===== src/sv/ptgi_pkg.sv =====
// ----------------------------------------------------------------------------
// ptgi_pkg
// Shared widths, register codes, reset values, types and the count clamp of
// the periodic tower grid index block.
// ----------------------------------------------------------------------------
package ptgi_pkg;

   localparam int COORD_W     = 16;
   localparam int MAX_W       = 15;
   localparam int COUNT_W     = 7;
   localparam int PBIN_W      = 6;
   localparam int TOWER_W     = 13;
   localparam int DIVISOR_W   = MAX_W + 1;
   localparam int NUM_W       = 23;
   localparam int QUO_W       = 7;
   localparam int DIV_STAGES  = QUO_W;
   localparam int DIV_LAST    = DIV_STAGES - 1;
   localparam int QUEUE_DEPTH = 4;
   localparam int QPTR_W      = $clog2(QUEUE_DEPTH);
   localparam int ADDR_W      = 5;
   localparam int DATA_W      = 32;
   localparam int REG_IDX_W   = 3;

   localparam logic [COUNT_W-1:0] MAX_ETA_BINS = 7'd64;
   localparam logic [COUNT_W-1:0] MAX_PHI_BINS = 7'd64;

   localparam logic [NUM_W-1:0] PHI_HALF_TURN = 23'd32768;

   localparam logic [MAX_W-1:0]   RESET_MAX_ETA    = 15'd20480;
   localparam logic [COUNT_W-1:0] RESET_ETA_TOWERS = 7'd50;
   localparam logic [COUNT_W-1:0] RESET_PHI_TOWERS = 7'd64;

   localparam logic [REG_IDX_W-1:0] REG_MAX_ETA    = 3'd0;
   localparam logic [REG_IDX_W-1:0] REG_ETA_TOWERS = 3'd1;
   localparam logic [REG_IDX_W-1:0] REG_PHI_TOWERS = 3'd2;
   localparam logic [REG_IDX_W-1:0] REG_SHIFT_ETA  = 3'd3;
   localparam logic [REG_IDX_W-1:0] REG_SHIFT_PHI  = 3'd4;

   typedef struct packed {
      logic [MAX_W-1:0]   max_eta;
      logic [COUNT_W-1:0] eta_count;
      logic [COUNT_W-1:0] phi_count;
      logic               shift_eta;
      logic               shift_phi;
   } grid_cfg_type;

   typedef struct packed {
      logic               out_of_range;
      logic [NUM_W-1:0]   numer;
      logic [COUNT_W-1:0] phi_raw;
   } work_type;

   function automatic logic [COUNT_W-1:0] clamp_count(input logic [COUNT_W-1:0] value,
                                                      input logic [COUNT_W-1:0] limit);
      logic [COUNT_W-1:0] result;
      result = value;
      if (value == '0) begin
         result = {{(COUNT_W-1){1'b0}}, 1'b1};
      end else if (value > limit) begin
         result = limit;
      end
      return result;
   endfunction

endpackage


===== src/sv/ptgi_if.sv =====
// ----------------------------------------------------------------------------
// ptgi_if
// Request and response channels of the tower grid index block.
// ----------------------------------------------------------------------------
interface ptgi_req_if;
   logic                                 valid;
   logic                                 ready;
   logic signed [ptgi_pkg::COORD_W-1:0]  eta_coord;
   logic        [ptgi_pkg::COORD_W-1:0]  phi_angle;

   modport source (output valid, output eta_coord, output phi_angle, input ready);
   modport sink   (input valid, input eta_coord, input phi_angle, output ready);
endinterface

interface ptgi_rsp_if;
   logic                           valid;
   logic                           ready;
   logic [ptgi_pkg::TOWER_W-1:0]   tower_index;
   logic [ptgi_pkg::COUNT_W-1:0]   eta_bin;
   logic [ptgi_pkg::PBIN_W-1:0]    phi_bin;
   logic                           out_of_range;

   modport source (output valid, output tower_index, output eta_bin, output phi_bin,
                   output out_of_range, input ready);
   modport sink   (input valid, input tower_index, input eta_bin, input phi_bin,
                   input out_of_range, output ready);
endinterface


===== src/sv/ptgi_front.sv =====
// ----------------------------------------------------------------------------
// ptgi_front
// Accepts coordinates, flags out-of-range eta and forms the eta numerator
// and the raw phi bin for the back end.
// ----------------------------------------------------------------------------
module ptgi_front (
   ptgi_req_if.sink                req_chan,
   input  ptgi_pkg::grid_cfg_type  cfg,
   input  logic                    queue_full,
   output logic                    push,
   output ptgi_pkg::work_type      entry
);

   logic [ptgi_pkg::COORD_W-1:0] eta_u;
   logic [ptgi_pkg::COORD_W-1:0] mag;
   logic [ptgi_pkg::COORD_W-1:0] offset_eta;
   logic [ptgi_pkg::NUM_W-1:0]   eta_prod;
   logic [ptgi_pkg::NUM_W-1:0]   phi_prod;
   logic [ptgi_pkg::NUM_W-1:0]   phi_numer;

   assign req_chan.ready = !queue_full;
   assign push           = req_chan.valid && !queue_full;

   assign eta_u      = $unsigned(req_chan.eta_coord);
   assign mag        = eta_u[ptgi_pkg::COORD_W-1] ? (~eta_u + 1'b1) : eta_u;
   assign offset_eta = eta_u + {1'b0, cfg.max_eta};

   assign eta_prod = {{(ptgi_pkg::NUM_W-ptgi_pkg::COORD_W){1'b0}}, offset_eta}
                   * {{(ptgi_pkg::NUM_W-ptgi_pkg::COUNT_W){1'b0}}, cfg.eta_count};
   assign phi_prod = {{(ptgi_pkg::NUM_W-ptgi_pkg::COORD_W){1'b0}}, req_chan.phi_angle}
                   * {{(ptgi_pkg::NUM_W-ptgi_pkg::COUNT_W){1'b0}}, cfg.phi_count};
   assign phi_numer = phi_prod + (cfg.shift_phi ? ptgi_pkg::PHI_HALF_TURN
                                                : {ptgi_pkg::NUM_W{1'b0}});

   always_comb begin
      entry.out_of_range = (mag >= {1'b0, cfg.max_eta});
      entry.numer        = eta_prod
                         + (cfg.shift_eta
                            ? {{(ptgi_pkg::NUM_W-ptgi_pkg::MAX_W){1'b0}}, cfg.max_eta}
                            : {ptgi_pkg::NUM_W{1'b0}});
      entry.phi_raw      = phi_numer[ptgi_pkg::NUM_W-1 -: ptgi_pkg::COUNT_W];
   end

endmodule


===== src/sv/ptgi_queue.sv =====
// ----------------------------------------------------------------------------
// ptgi_queue
// Short first-in first-out queue between the front and back ends.
// ----------------------------------------------------------------------------
module ptgi_queue (
   input  logic                clock,
   input  logic                reset,
   input  logic                push,
   input  ptgi_pkg::work_type  push_entry,
   input  logic                pop,
   output logic                full,
   output logic                not_empty,
   output ptgi_pkg::work_type  head
);

   ptgi_pkg::work_type            entry_ff [ptgi_pkg::QUEUE_DEPTH];
   logic [ptgi_pkg::QPTR_W-1:0]   wr_ptr_ff;
   logic [ptgi_pkg::QPTR_W-1:0]   wr_ptr_in;
   logic [ptgi_pkg::QPTR_W-1:0]   rd_ptr_ff;
   logic [ptgi_pkg::QPTR_W-1:0]   rd_ptr_in;
   logic [ptgi_pkg::QPTR_W:0]     count_ff;
   logic [ptgi_pkg::QPTR_W:0]     count_in;

   assign full      = (count_ff == (ptgi_pkg::QPTR_W+1)'(ptgi_pkg::QUEUE_DEPTH));
   assign not_empty = (count_ff != '0);
   assign head      = entry_ff[rd_ptr_ff];

   always_comb begin
      wr_ptr_in = push ? wr_ptr_ff + 1'b1 : wr_ptr_ff;
      rd_ptr_in = pop ? rd_ptr_ff + 1'b1 : rd_ptr_ff;
      count_in  = count_ff;
      if (push && !pop) begin
         count_in = count_ff + 1'b1;
      end else if (pop && !push) begin
         count_in = count_ff - 1'b1;
      end
   end

   always_ff @(posedge clock) begin
      if (reset) begin
         wr_ptr_ff <= '0;
         rd_ptr_ff <= '0;
         count_ff  <= '0;
      end else begin
         wr_ptr_ff <= wr_ptr_in;
         rd_ptr_ff <= rd_ptr_in;
         count_ff  <= count_in;
      end
   end

   always_ff @(posedge clock) begin
      if (push) begin
         entry_ff[wr_ptr_ff] <= push_entry;
      end
   end

`ifndef NO_ASSERTIONS
   a_count_bound: assert property (@(posedge clock) disable iff (reset)
      count_ff <= (ptgi_pkg::QPTR_W+1)'(ptgi_pkg::QUEUE_DEPTH))
      else $error("queue count beyond depth");

   a_count_step: assert property (@(posedge clock) disable iff (reset)
      (push && !pop) |=> (count_ff == $past(count_ff) + 1'b1))
      else $error("queue count did not advance on push");
`endif

endmodule


===== src/sv/ptgi_back.sv =====
// ----------------------------------------------------------------------------
// ptgi_back
// Pipelined restoring divide of the eta numerator, bin wrap and global
// index build, with a registered response stage.
// ----------------------------------------------------------------------------
module ptgi_back (
   input  logic                    clock,
   input  logic                    reset,
   input  ptgi_pkg::grid_cfg_type  cfg,
   input  logic                    head_valid,
   input  ptgi_pkg::work_type      head,
   output logic                    pop,
   ptgi_rsp_if.source              rsp_chan
);

   logic                           advance;
   logic [ptgi_pkg::DIVISOR_W-1:0] divisor;

   logic                           dv_valid_ff [ptgi_pkg::DIV_STAGES];
   logic                           dv_valid_in [ptgi_pkg::DIV_STAGES];
   logic                           dv_oor_ff   [ptgi_pkg::DIV_STAGES];
   logic                           dv_oor_in   [ptgi_pkg::DIV_STAGES];
   logic [ptgi_pkg::NUM_W-1:0]     dv_rem_ff   [ptgi_pkg::DIV_STAGES];
   logic [ptgi_pkg::NUM_W-1:0]     dv_rem_in   [ptgi_pkg::DIV_STAGES];
   logic [ptgi_pkg::QUO_W-1:0]     dv_quo_ff   [ptgi_pkg::DIV_STAGES];
   logic [ptgi_pkg::QUO_W-1:0]     dv_quo_in   [ptgi_pkg::DIV_STAGES];
   logic [ptgi_pkg::COUNT_W-1:0]   dv_phi_ff   [ptgi_pkg::DIV_STAGES];
   logic [ptgi_pkg::COUNT_W-1:0]   dv_phi_in   [ptgi_pkg::DIV_STAGES];

   logic                           wr_valid_ff;
   logic                           wr_oor_ff;
   logic                           wr_oor_in;
   logic [ptgi_pkg::COUNT_W-1:0]   wr_ebin_ff;
   logic [ptgi_pkg::COUNT_W-1:0]   wr_ebin_in;
   logic [ptgi_pkg::PBIN_W-1:0]    wr_pbin_ff;
   logic [ptgi_pkg::PBIN_W-1:0]    wr_pbin_in;
   logic [ptgi_pkg::COUNT_W-1:0]   phi_wrapped;

   logic                           rsp_valid_ff;
   logic [ptgi_pkg::TOWER_W-1:0]   tower_ff;
   logic [ptgi_pkg::TOWER_W-1:0]   tower_in;
   logic [ptgi_pkg::COUNT_W-1:0]   eta_bin_ff;
   logic [ptgi_pkg::COUNT_W-1:0]   eta_bin_in;
   logic [ptgi_pkg::PBIN_W-1:0]    phi_bin_ff;
   logic [ptgi_pkg::PBIN_W-1:0]    phi_bin_in;
   logic                           oor_ff;

   assign advance = !rsp_valid_ff || rsp_chan.ready;
   assign pop     = advance && head_valid;
   assign divisor = {cfg.max_eta, 1'b0};

   // one quotient bit per stage, most significant first
   always_comb begin
      logic [ptgi_pkg::NUM_W-1:0] src_rem;
      logic [ptgi_pkg::QUO_W-1:0] src_quo;
      logic [ptgi_pkg::NUM_W-1:0] trial;
      for (int s = 0; s < ptgi_pkg::DIV_STAGES; s++) begin
         if (s == 0) begin
            dv_valid_in[s] = pop;
            dv_oor_in[s]   = head.out_of_range;
            dv_phi_in[s]   = head.phi_raw;
            src_rem        = head.numer;
            src_quo        = '0;
         end else begin
            dv_valid_in[s] = dv_valid_ff[s-1];
            dv_oor_in[s]   = dv_oor_ff[s-1];
            dv_phi_in[s]   = dv_phi_ff[s-1];
            src_rem        = dv_rem_ff[s-1];
            src_quo        = dv_quo_ff[s-1];
         end
         trial = {{(ptgi_pkg::NUM_W-ptgi_pkg::DIVISOR_W){1'b0}}, divisor}
                 << (ptgi_pkg::DIV_LAST - s);
         if (src_rem >= trial) begin
            dv_rem_in[s] = src_rem - trial;
            dv_quo_in[s] = src_quo | (ptgi_pkg::QUO_W'(1) << (ptgi_pkg::DIV_LAST - s));
         end else begin
            dv_rem_in[s] = src_rem;
            dv_quo_in[s] = src_quo;
         end
      end
   end

   always_comb begin
      wr_oor_in   = dv_oor_ff[ptgi_pkg::DIV_LAST];
      wr_ebin_in  = (dv_quo_ff[ptgi_pkg::DIV_LAST] >= cfg.eta_count)
                    ? dv_quo_ff[ptgi_pkg::DIV_LAST] - cfg.eta_count
                    : dv_quo_ff[ptgi_pkg::DIV_LAST];
      phi_wrapped = (dv_phi_ff[ptgi_pkg::DIV_LAST] >= cfg.phi_count)
                    ? dv_phi_ff[ptgi_pkg::DIV_LAST] - cfg.phi_count
                    : dv_phi_ff[ptgi_pkg::DIV_LAST];
      wr_pbin_in  = phi_wrapped[ptgi_pkg::PBIN_W-1:0];
   end

   always_comb begin
      eta_bin_in = wr_oor_ff ? cfg.eta_count : wr_ebin_ff;
      phi_bin_in = wr_oor_ff ? '0 : wr_pbin_ff;
      tower_in   = {{(ptgi_pkg::TOWER_W-ptgi_pkg::COUNT_W){1'b0}}, eta_bin_in}
                 * {{(ptgi_pkg::TOWER_W-ptgi_pkg::COUNT_W){1'b0}}, cfg.phi_count}
                 + {{(ptgi_pkg::TOWER_W-ptgi_pkg::PBIN_W){1'b0}}, phi_bin_in};
   end

   always_ff @(posedge clock) begin
      if (reset) begin
         for (int s = 0; s < ptgi_pkg::DIV_STAGES; s++) begin
            dv_valid_ff[s] <= 1'b0;
         end
         wr_valid_ff  <= 1'b0;
         rsp_valid_ff <= 1'b0;
      end else if (advance) begin
         for (int s = 0; s < ptgi_pkg::DIV_STAGES; s++) begin
            dv_valid_ff[s] <= dv_valid_in[s];
         end
         wr_valid_ff  <= dv_valid_ff[ptgi_pkg::DIV_LAST];
         rsp_valid_ff <= wr_valid_ff;
      end
   end

   always_ff @(posedge clock) begin
      if (advance) begin
         for (int s = 0; s < ptgi_pkg::DIV_STAGES; s++) begin
            dv_oor_ff[s] <= dv_oor_in[s];
            dv_rem_ff[s] <= dv_rem_in[s];
            dv_quo_ff[s] <= dv_quo_in[s];
            dv_phi_ff[s] <= dv_phi_in[s];
         end
         wr_oor_ff  <= wr_oor_in;
         wr_ebin_ff <= wr_ebin_in;
         wr_pbin_ff <= wr_pbin_in;
         tower_ff   <= tower_in;
         eta_bin_ff <= eta_bin_in;
         phi_bin_ff <= phi_bin_in;
         oor_ff     <= wr_oor_ff;
      end
   end

   assign rsp_chan.valid        = rsp_valid_ff;
   assign rsp_chan.tower_index  = tower_ff;
   assign rsp_chan.eta_bin      = eta_bin_ff;
   assign rsp_chan.phi_bin      = phi_bin_ff;
   assign rsp_chan.out_of_range = oor_ff;

`ifndef NO_ASSERTIONS
   a_eta_bin_range: assert property (@(posedge clock) disable iff (reset)
      (rsp_valid_ff && !oor_ff) |-> (eta_bin_ff < cfg.eta_count))
      else $error("eta bin not below tower count");

   a_phi_bin_range: assert property (@(posedge clock) disable iff (reset)
      (rsp_valid_ff && !oor_ff) |-> ({1'b0, phi_bin_ff} < cfg.phi_count))
      else $error("phi bin not below tower count");

   a_oor_fields: assert property (@(posedge clock) disable iff (reset)
      (rsp_valid_ff && oor_ff) |-> (phi_bin_ff == '0 && eta_bin_ff == cfg.eta_count))
      else $error("out-of-range response fields wrong");
`endif

endmodule


===== src/sv/periodic_tower_grid_index.sv =====
// ----------------------------------------------------------------------------
// periodic_tower_grid_index
// Maps an (eta, phi) coordinate to its tower in a periodic eta/phi grid.
// ----------------------------------------------------------------------------
// Use:
//   req_chan carries one coordinate per transfer (eta_coord, phi_angle);
//   rsp_chan returns one result per transfer (tower_index, eta_bin,
//   phi_bin, out_of_range), in order of the requests.
//   The APB port sets the grid: max_eta at 0x0, eta_towers at 0x4,
//   phi_towers at 0x8, shift_eta at 0xC, shift_phi at 0x10. Write it only
//   while no request is in flight.
// Timing:
//   A result passes through the queue slot, the seven-stage eta divider, the
//   bin wrap stage and the final multiply-add stage. One request is taken
//   every cycle while the queue is not full.
// Reset:
//   Synchronous reset empties the queue and the pipeline and loads the
//   default grid (max_eta 20480, 50 by 64 towers, no shift).
// Stall:
//   While rsp_chan holds an untaken result the back end holds; a four-entry
//   queue keeps taking requests, and req_chan.ready drops once it is full.
// ----------------------------------------------------------------------------
module periodic_tower_grid_index (
   input  logic                          clock,
   input  logic                          reset,
   ptgi_req_if.sink                      req_chan,
   ptgi_rsp_if.source                    rsp_chan,
   input  logic                          psel,
   input  logic                          penable,
   input  logic                          pwrite,
   input  logic [ptgi_pkg::ADDR_W-1:0]   paddr,
   input  logic [ptgi_pkg::DATA_W-1:0]   pwdata,
   output logic [ptgi_pkg::DATA_W-1:0]   prdata,
   output logic                          pready
);

   logic [ptgi_pkg::MAX_W-1:0]     max_eta_ff;
   logic [ptgi_pkg::MAX_W-1:0]     max_eta_in;
   logic [ptgi_pkg::COUNT_W-1:0]   eta_towers_ff;
   logic [ptgi_pkg::COUNT_W-1:0]   eta_towers_in;
   logic [ptgi_pkg::COUNT_W-1:0]   phi_towers_ff;
   logic [ptgi_pkg::COUNT_W-1:0]   phi_towers_in;
   logic                           shift_eta_ff;
   logic                           shift_eta_in;
   logic                           shift_phi_ff;
   logic                           shift_phi_in;
   logic                           csr_write;
   logic [ptgi_pkg::REG_IDX_W-1:0] reg_idx;

   ptgi_pkg::grid_cfg_type         cfg;
   ptgi_pkg::work_type             push_entry;
   ptgi_pkg::work_type             head;
   logic                           push;
   logic                           pop;
   logic                           queue_full;
   logic                           queue_not_empty;

   assign pready    = 1'b1;
   assign csr_write = psel && penable && pwrite && pready;
   assign reg_idx   = paddr[ptgi_pkg::ADDR_W-1:2];

   always_comb begin
      max_eta_in    = max_eta_ff;
      eta_towers_in = eta_towers_ff;
      phi_towers_in = phi_towers_ff;
      shift_eta_in  = shift_eta_ff;
      shift_phi_in  = shift_phi_ff;
      if (csr_write) begin
         case (reg_idx)
            ptgi_pkg::REG_MAX_ETA:    max_eta_in    = pwdata[ptgi_pkg::MAX_W-1:0];
            ptgi_pkg::REG_ETA_TOWERS: eta_towers_in = pwdata[ptgi_pkg::COUNT_W-1:0];
            ptgi_pkg::REG_PHI_TOWERS: phi_towers_in = pwdata[ptgi_pkg::COUNT_W-1:0];
            ptgi_pkg::REG_SHIFT_ETA:  shift_eta_in  = pwdata[0];
            ptgi_pkg::REG_SHIFT_PHI:  shift_phi_in  = pwdata[0];
            default: begin
            end
         endcase
      end
   end

   always_ff @(posedge clock) begin
      if (reset) begin
         max_eta_ff    <= ptgi_pkg::RESET_MAX_ETA;
         eta_towers_ff <= ptgi_pkg::RESET_ETA_TOWERS;
         phi_towers_ff <= ptgi_pkg::RESET_PHI_TOWERS;
         shift_eta_ff  <= 1'b0;
         shift_phi_ff  <= 1'b0;
      end else begin
         max_eta_ff    <= max_eta_in;
         eta_towers_ff <= eta_towers_in;
         phi_towers_ff <= phi_towers_in;
         shift_eta_ff  <= shift_eta_in;
         shift_phi_ff  <= shift_phi_in;
      end
   end

   always_comb begin
      prdata = '0;
      case (reg_idx)
         ptgi_pkg::REG_MAX_ETA:    prdata[ptgi_pkg::MAX_W-1:0]   = max_eta_ff;
         ptgi_pkg::REG_ETA_TOWERS: prdata[ptgi_pkg::COUNT_W-1:0] = eta_towers_ff;
         ptgi_pkg::REG_PHI_TOWERS: prdata[ptgi_pkg::COUNT_W-1:0] = phi_towers_ff;
         ptgi_pkg::REG_SHIFT_ETA:  prdata[0]                     = shift_eta_ff;
         ptgi_pkg::REG_SHIFT_PHI:  prdata[0]                     = shift_phi_ff;
         default: begin
         end
      endcase
   end

   always_comb begin
      cfg.max_eta   = max_eta_ff;
      cfg.eta_count = ptgi_pkg::clamp_count(eta_towers_ff, ptgi_pkg::MAX_ETA_BINS);
      cfg.phi_count = ptgi_pkg::clamp_count(phi_towers_ff, ptgi_pkg::MAX_PHI_BINS);
      cfg.shift_eta = shift_eta_ff;
      cfg.shift_phi = shift_phi_ff;
   end

   ptgi_front u_front (
      .req_chan   (req_chan),
      .cfg        (cfg),
      .queue_full (queue_full),
      .push       (push),
      .entry      (push_entry)
   );

   ptgi_queue u_queue (
      .clock      (clock),
      .reset      (reset),
      .push       (push),
      .push_entry (push_entry),
      .pop        (pop),
      .full       (queue_full),
      .not_empty  (queue_not_empty),
      .head       (head)
   );

   ptgi_back u_back (
      .clock      (clock),
      .reset      (reset),
      .cfg        (cfg),
      .head_valid (queue_not_empty),
      .head       (head),
      .pop        (pop),
      .rsp_chan   (rsp_chan)
   );

endmodule


===== src/flat_wrapper.sv =====
// flat-port wrapper written by rule: the top's interface ports become plain ports
module periodic_tower_grid_index_flat 
  (clock, reset, psel, penable, pwrite, paddr, pwdata, prdata, pready, req_chan_valid, req_chan_eta_coord, req_chan_phi_angle, req_chan_ready, rsp_chan_valid, rsp_chan_tower_index, rsp_chan_eta_bin, rsp_chan_phi_bin, rsp_chan_out_of_range, rsp_chan_ready);
  ptgi_req_if req_chan_i ();
  ptgi_rsp_if rsp_chan_i ();
  input  logic clock;
  input  logic reset;
  input  logic psel;
  input  logic penable;
  input  logic pwrite;
  input  logic [ptgi_pkg::ADDR_W-1:0] paddr;
  input  logic [ptgi_pkg::DATA_W-1:0] pwdata;
  output logic [ptgi_pkg::DATA_W-1:0] prdata;
  output logic pready;
  input wire logic [$bits(req_chan_i.valid)-1:0] req_chan_valid;
  input wire logic [$bits(req_chan_i.eta_coord)-1:0] req_chan_eta_coord;
  input wire logic [$bits(req_chan_i.phi_angle)-1:0] req_chan_phi_angle;
  output wire logic [$bits(req_chan_i.ready)-1:0] req_chan_ready;
  output wire logic [$bits(rsp_chan_i.valid)-1:0] rsp_chan_valid;
  output wire logic [$bits(rsp_chan_i.tower_index)-1:0] rsp_chan_tower_index;
  output wire logic [$bits(rsp_chan_i.eta_bin)-1:0] rsp_chan_eta_bin;
  output wire logic [$bits(rsp_chan_i.phi_bin)-1:0] rsp_chan_phi_bin;
  output wire logic [$bits(rsp_chan_i.out_of_range)-1:0] rsp_chan_out_of_range;
  input wire logic [$bits(rsp_chan_i.ready)-1:0] rsp_chan_ready;
  assign req_chan_i.valid = req_chan_valid;
  assign req_chan_i.eta_coord = req_chan_eta_coord;
  assign req_chan_i.phi_angle = req_chan_phi_angle;
  assign req_chan_ready = req_chan_i.ready;
  assign rsp_chan_valid = rsp_chan_i.valid;
  assign rsp_chan_tower_index = rsp_chan_i.tower_index;
  assign rsp_chan_eta_bin = rsp_chan_i.eta_bin;
  assign rsp_chan_phi_bin = rsp_chan_i.phi_bin;
  assign rsp_chan_out_of_range = rsp_chan_i.out_of_range;
  assign rsp_chan_i.ready = rsp_chan_ready;
  periodic_tower_grid_index u_core (.clock(clock), .reset(reset), .req_chan(req_chan_i), .rsp_chan(rsp_chan_i), .psel(psel), .penable(penable), .pwrite(pwrite), .paddr(paddr), .pwdata(pwdata), .prdata(prdata), .pready(pready));
endmodule

===== config.mk =====
export PLATFORM = sky130hd
export DESIGN_NAME = periodic_tower_grid_index_flat
export DESIGN_NICKNAME = d
export VERILOG_FILES = /design/src/sv/ptgi_pkg.sv /design/src/sv/ptgi_if.sv /design/src/sv/ptgi_front.sv /design/src/sv/ptgi_queue.sv /design/src/sv/ptgi_back.sv /design/src/sv/periodic_tower_grid_index.sv /design/src/flat_wrapper.sv
export SDC_FILE = /design/constraint.sdc
export NUM_CORES = 1
export LEC_CHECK = 0
export ABC_AREA = 1
export BUFFER_PORTS_ARGS = -buffer_cell sky130_fd_sc_hd__buf_2
export CAP_MARGIN = 15
export CORE_ASPECT_RATIO = 1.25
export CORE_MARGIN = 2
export CORE_UTILIZATION = 62
export CTS_CLUSTER_DIAMETER = 150
export DETAILED_ROUTE_END_ITERATION = 8
export GPL_TIMING_DRIVEN = 0
export MAX_ROUTING_LAYER = met4
export PLACE_DENSITY = 0.86
export SLEW_MARGIN = 20
export SYNTH_ARGS = -nofsm -noshare
export SYNTH_HDL_FRONTEND = slang
export SYNTH_SLANG_ARGS = --single-unit

===== constraint.sdc =====
create_clock -name clock -period 9.9 [get_ports clock]
set_input_delay 0.99 -clock clock [delete_from_list [all_inputs] [get_ports clock]]
set_output_delay 0.99 -clock clock [all_outputs]
set_load 0.02 [all_outputs]

==> metrics.txt <==
status completed; post-detail-place hpwl 66,500 um; top cells by area, synth edfxtp_1 (36%), fa_1 (12%), ha_1 (11%), nand2_1 (7.7%), inv_1 (6.5%); final std cells w/o fill 4,592; Yosys reg bits 436; pin slew with the least headroom to its limit 1060 ps; layout cell share with drive strength beyond 1 7.61%; GRT Max-Usage Layer met2; post-CTS resize count 0; Top FF cell, synth edfxtp_1; largest net degree at the start of global routing 113; Post-synth EDFFs 394; met1 GRT Util 39.7%; synth warn 0; Avg WL per Cell 18.9 um; Synth async-reset ratio 0%; sequential cell area 12,700 um2; die width 211 um; CP Data Required Time 10,200 ps; area delta synth->final 8.93%; Die Span Y 263 um; clk slew on worst S/H paths 70 ps; Fill cells 3,995; Fin Setup TNS 0 ps; initial antenna violation count 2; drt drc 0; Die ar. 55,300 um2; slowest CP cell dfxtp_1; Core Area 52,700 um2; Final Cell Area 36,100 um2; Leakage 0.0170 uW; Placed Cells 4,513; slew margin rel. 29.3%; total count of hold-check failures in the final report 0; hold crit path type flip-flop to flip-flop; Max-cap violations 0; count of cell types in the netlist 61; gr ovfl total 0; Worst EP arrival 7900 ps; min Tclk post-route 7610 ps; Via Count 26,800; Yosys top cell area share 35.7%; Power Density 280 nW/um2; Starting DRT DRC Count 2,884; crit start category flip-flop; origin of the critical flop-to-flop path u_core.max_eta_ff[1]; total track usage 32.6%; via/cell ratio 5.85; Finish-stage setup viols 0; critical path class flip-flop to flip-flop; Largest stage delay, worst path 880 ps; Ports 138; Final Wtd Congestion 0.959; CTS Hold Bufs 0; Synth Instances 3,719; Critical path buffers and inverters 4; Max Clock Skew 22.5 ps; CTS tree done; vias in the first global route 26,600; Avg Cell Area, Syn 8.91 um2; CP Cell Sequence inv_1 -> fa_1 -> o21ai_2 -> a21oi_1 -> o21ai_2 -> xor2_1 -> inv_1 -> nor2_1 -> fa_1 -> fa_1 -> fa_1 -> inv_1 -> fa_1 -> inv_1 -> ha_1 -> nand2_1 -> nor2_1 -> nand2_1 -> o21ai_0 -> nand3_1 -> nand2_1 -> nand2_1 -> nand3_1 -> nand2_1; Max VDD drop 0.135 mV; CTS Buf Count 42; met2 usage 52.9%; Seq/Total Area, Yosys 38.2%; crit path launch u_core.max_eta_ff[1]; H-tree depth 2; Slew Viols, Final 0; period utilisation layout 76.8%; clock sink count 436; worst-path maximum fanout 11; layout net count 4,435; Port Buffers 100; footprint of the multi-input gates 17,900 um2; clock latency on the worst-skew pair 580 ps; CTS Root Cell clkbuf_16; RSZ-0062 raised after global routing false; reg-to-reg slack, setup 2290 ps; met3 usage 5.88%; FF-to-FF End u_core.u_queue.entry_ff[3][26]; Largest delay share family, worst path adder cells; Post-Route WL 87,000 um; Post-CTS Setup Bufs 0; Worst Setup End Kind flip-flop; Initial Utilization 62.9%; Crit. path cell count 24; dpl cell area 34,700 um2; Std-Cell Rows 94; Max Freq 131 MHz; Syn Std Cell Area 33,100 um2; DRT antenna net count 0; DR pass1 iterations 6; CTS max path bufs 3; Worst Reg-to-Reg Cells 24; Worst Hold Margin 405 ps; Synth area leader edfxtp_1; worst setup path end u_core.u_queue.entry_ff[3][26]; first-pass GRT wire length 137,000 um
## cells in the final DEF, fill, tap and decap left out, types with 40 or more instances in the layout
cell type / count
a21oi_1: 227
buf_2: 121
clkbuf_1: 40
clkbuf_16: 43
dfxtp_1: 42
edfxtp_1: 394
fa_1: 193
ha_1: 281
inv_1: 576
nand2_1: 684
nand3_1: 133
nand4_1: 53
nor2_1: 428
o21ai_0: 206
xnor2_1: 61
xor2_1: 88
## state kept, by name (all words and copies together), names as in the netlist, 2 cells and up, named ones only
name                                cells
u_core.phi_towers_ff                    7
u_core.u_back.dv_rem_ff               138
u_core.u_back.dv_valid_ff               7
u_core.u_queue.rd_ptr_ff                2
u_core.u_back.dv_oor_ff                 7
u_core.u_back.dv_phi_ff                49
u_core.u_back.wr_ebin_ff                7
u_core.max_eta_ff                      15
u_core.u_queue.count_ff                 3
u_core.u_queue.entry_ff               124
u_core.u_back.rsp_chan.phi_bin          6
u_core.u_back.rsp_chan.eta_bin          7
u_core.u_back.rsp_chan.tower_index     13
u_core.u_back.wr_pbin_ff                6
u_core.u_back.dv_quo_ff                28
u_core.u_queue.wr_ptr_ff                2
u_core.eta_towers_ff                    7
## synth_stat cells, types with 3 or more instances
master     number
o21bai_1        9
o21ai_0       206
ha_1          281
a21oi_1       227
o31ai_1         5
a21oi_2        10
o21a_1          3
edfxtp_1      394
nor2_1        432
o22ai_1        23
or2_2          12
xor2_1         88
nand3b_1        6
nor4_1         19
clkbuf_1       31
nand2_1       684
buf_4          29
buf_2          21
o21ai_2        14
a21boi_0        5
dfxtp_1        42
and3_1          4
nand2_2         6
a31oi_1         9
o211ai_1        7
inv_2           9
o221ai_1        7
xnor2_1        61
a21o_1         22
nand4_1        53
nand3_1       133
fa_1          193
a211oi_1        4
nor2_2          5
o21ai_1        23
o2111ai_1       3
buf_1           5
nor3_1         30
inv_1         577
## area by class of cell
class                   count  area share (%)
plain buffers              89            1.40
diodes                      2          0.0139
multi-input cells        2622            49.4
flip-flops and latches    436            35.1
clock buffers              57            3.26
clock inverters            20           0.558
well taps                 672            2.33
inverters                 588            6.14
repair buffers            106            1.76
## worst min-delay path by stage
stage / to / cells past startpoint / start / slack (ps)
floorplan: u_core.u_back.dv_oor_ff[1] / 0 / u_core.u_back.dv_oor_ff[0] / 400
global placement: u_core.u_back.dv_quo_ff[2][6] / 0 / u_core.u_back.dv_quo_ff[1][6] / 400
detailed placement: u_core.u_back.dv_oor_ff[3] / 0 / u_core.u_back.dv_oor_ff[2] / 400
CTS: u_core.u_back.dv_quo_ff[5][6] / 0 / u_core.u_back.dv_quo_ff[4][6] / 400
global route: u_core.u_back.dv_quo_ff[5][6] / 0 / u_core.u_back.dv_quo_ff[4][6] / 410
finish: u_core.u_back.dv_quo_ff[4][4] / 0 / u_core.u_back.dv_quo_ff[3][4] / 410
## routing by layer
| metal | part of all wire (%) | vias to the layer above |
|---|---|---|
| li1 | - | 12600 |
| met1 | 38 | 12600 |
| met2 | 48 | 1319 |
| met3 | 8.9 | 305 |
| met4 | 4.9 | 0 |
| met5 | 0 | - |
## power by group
group / switching, uW / internal, uW
combinational: 3290 / 1800
clock: 708 / 921
sequential: 316 / 3090
total: 4320 / 5810
## logic make-up after synthesis
kind of cell,after synthesis,share of synthesized area [%]
AND/OR/NAND/NOR,1394,17.4
adder cells (fa/ha/maj),474,22.3
AO/OA/AOI/OAI,587,9.97
other,2,0.0227
buffers and inverters,677,8.19
flip-flops,436,38.2
XOR/XNOR,149,3.94
## metrics by stage
step           setup slack, ps  total power [uW]  utilization (%)
2_1_floorplan             2500              7060                -
6_report                  2290             10100             68.5
4_1_cts                   2370             10100             68.5
3_5_place_dp              2460              8410             65.9
3_3_place_gp               192              8240             65.6
5_1_grt                   1960             10900             68.5
(Power assumes the default switching activity.)
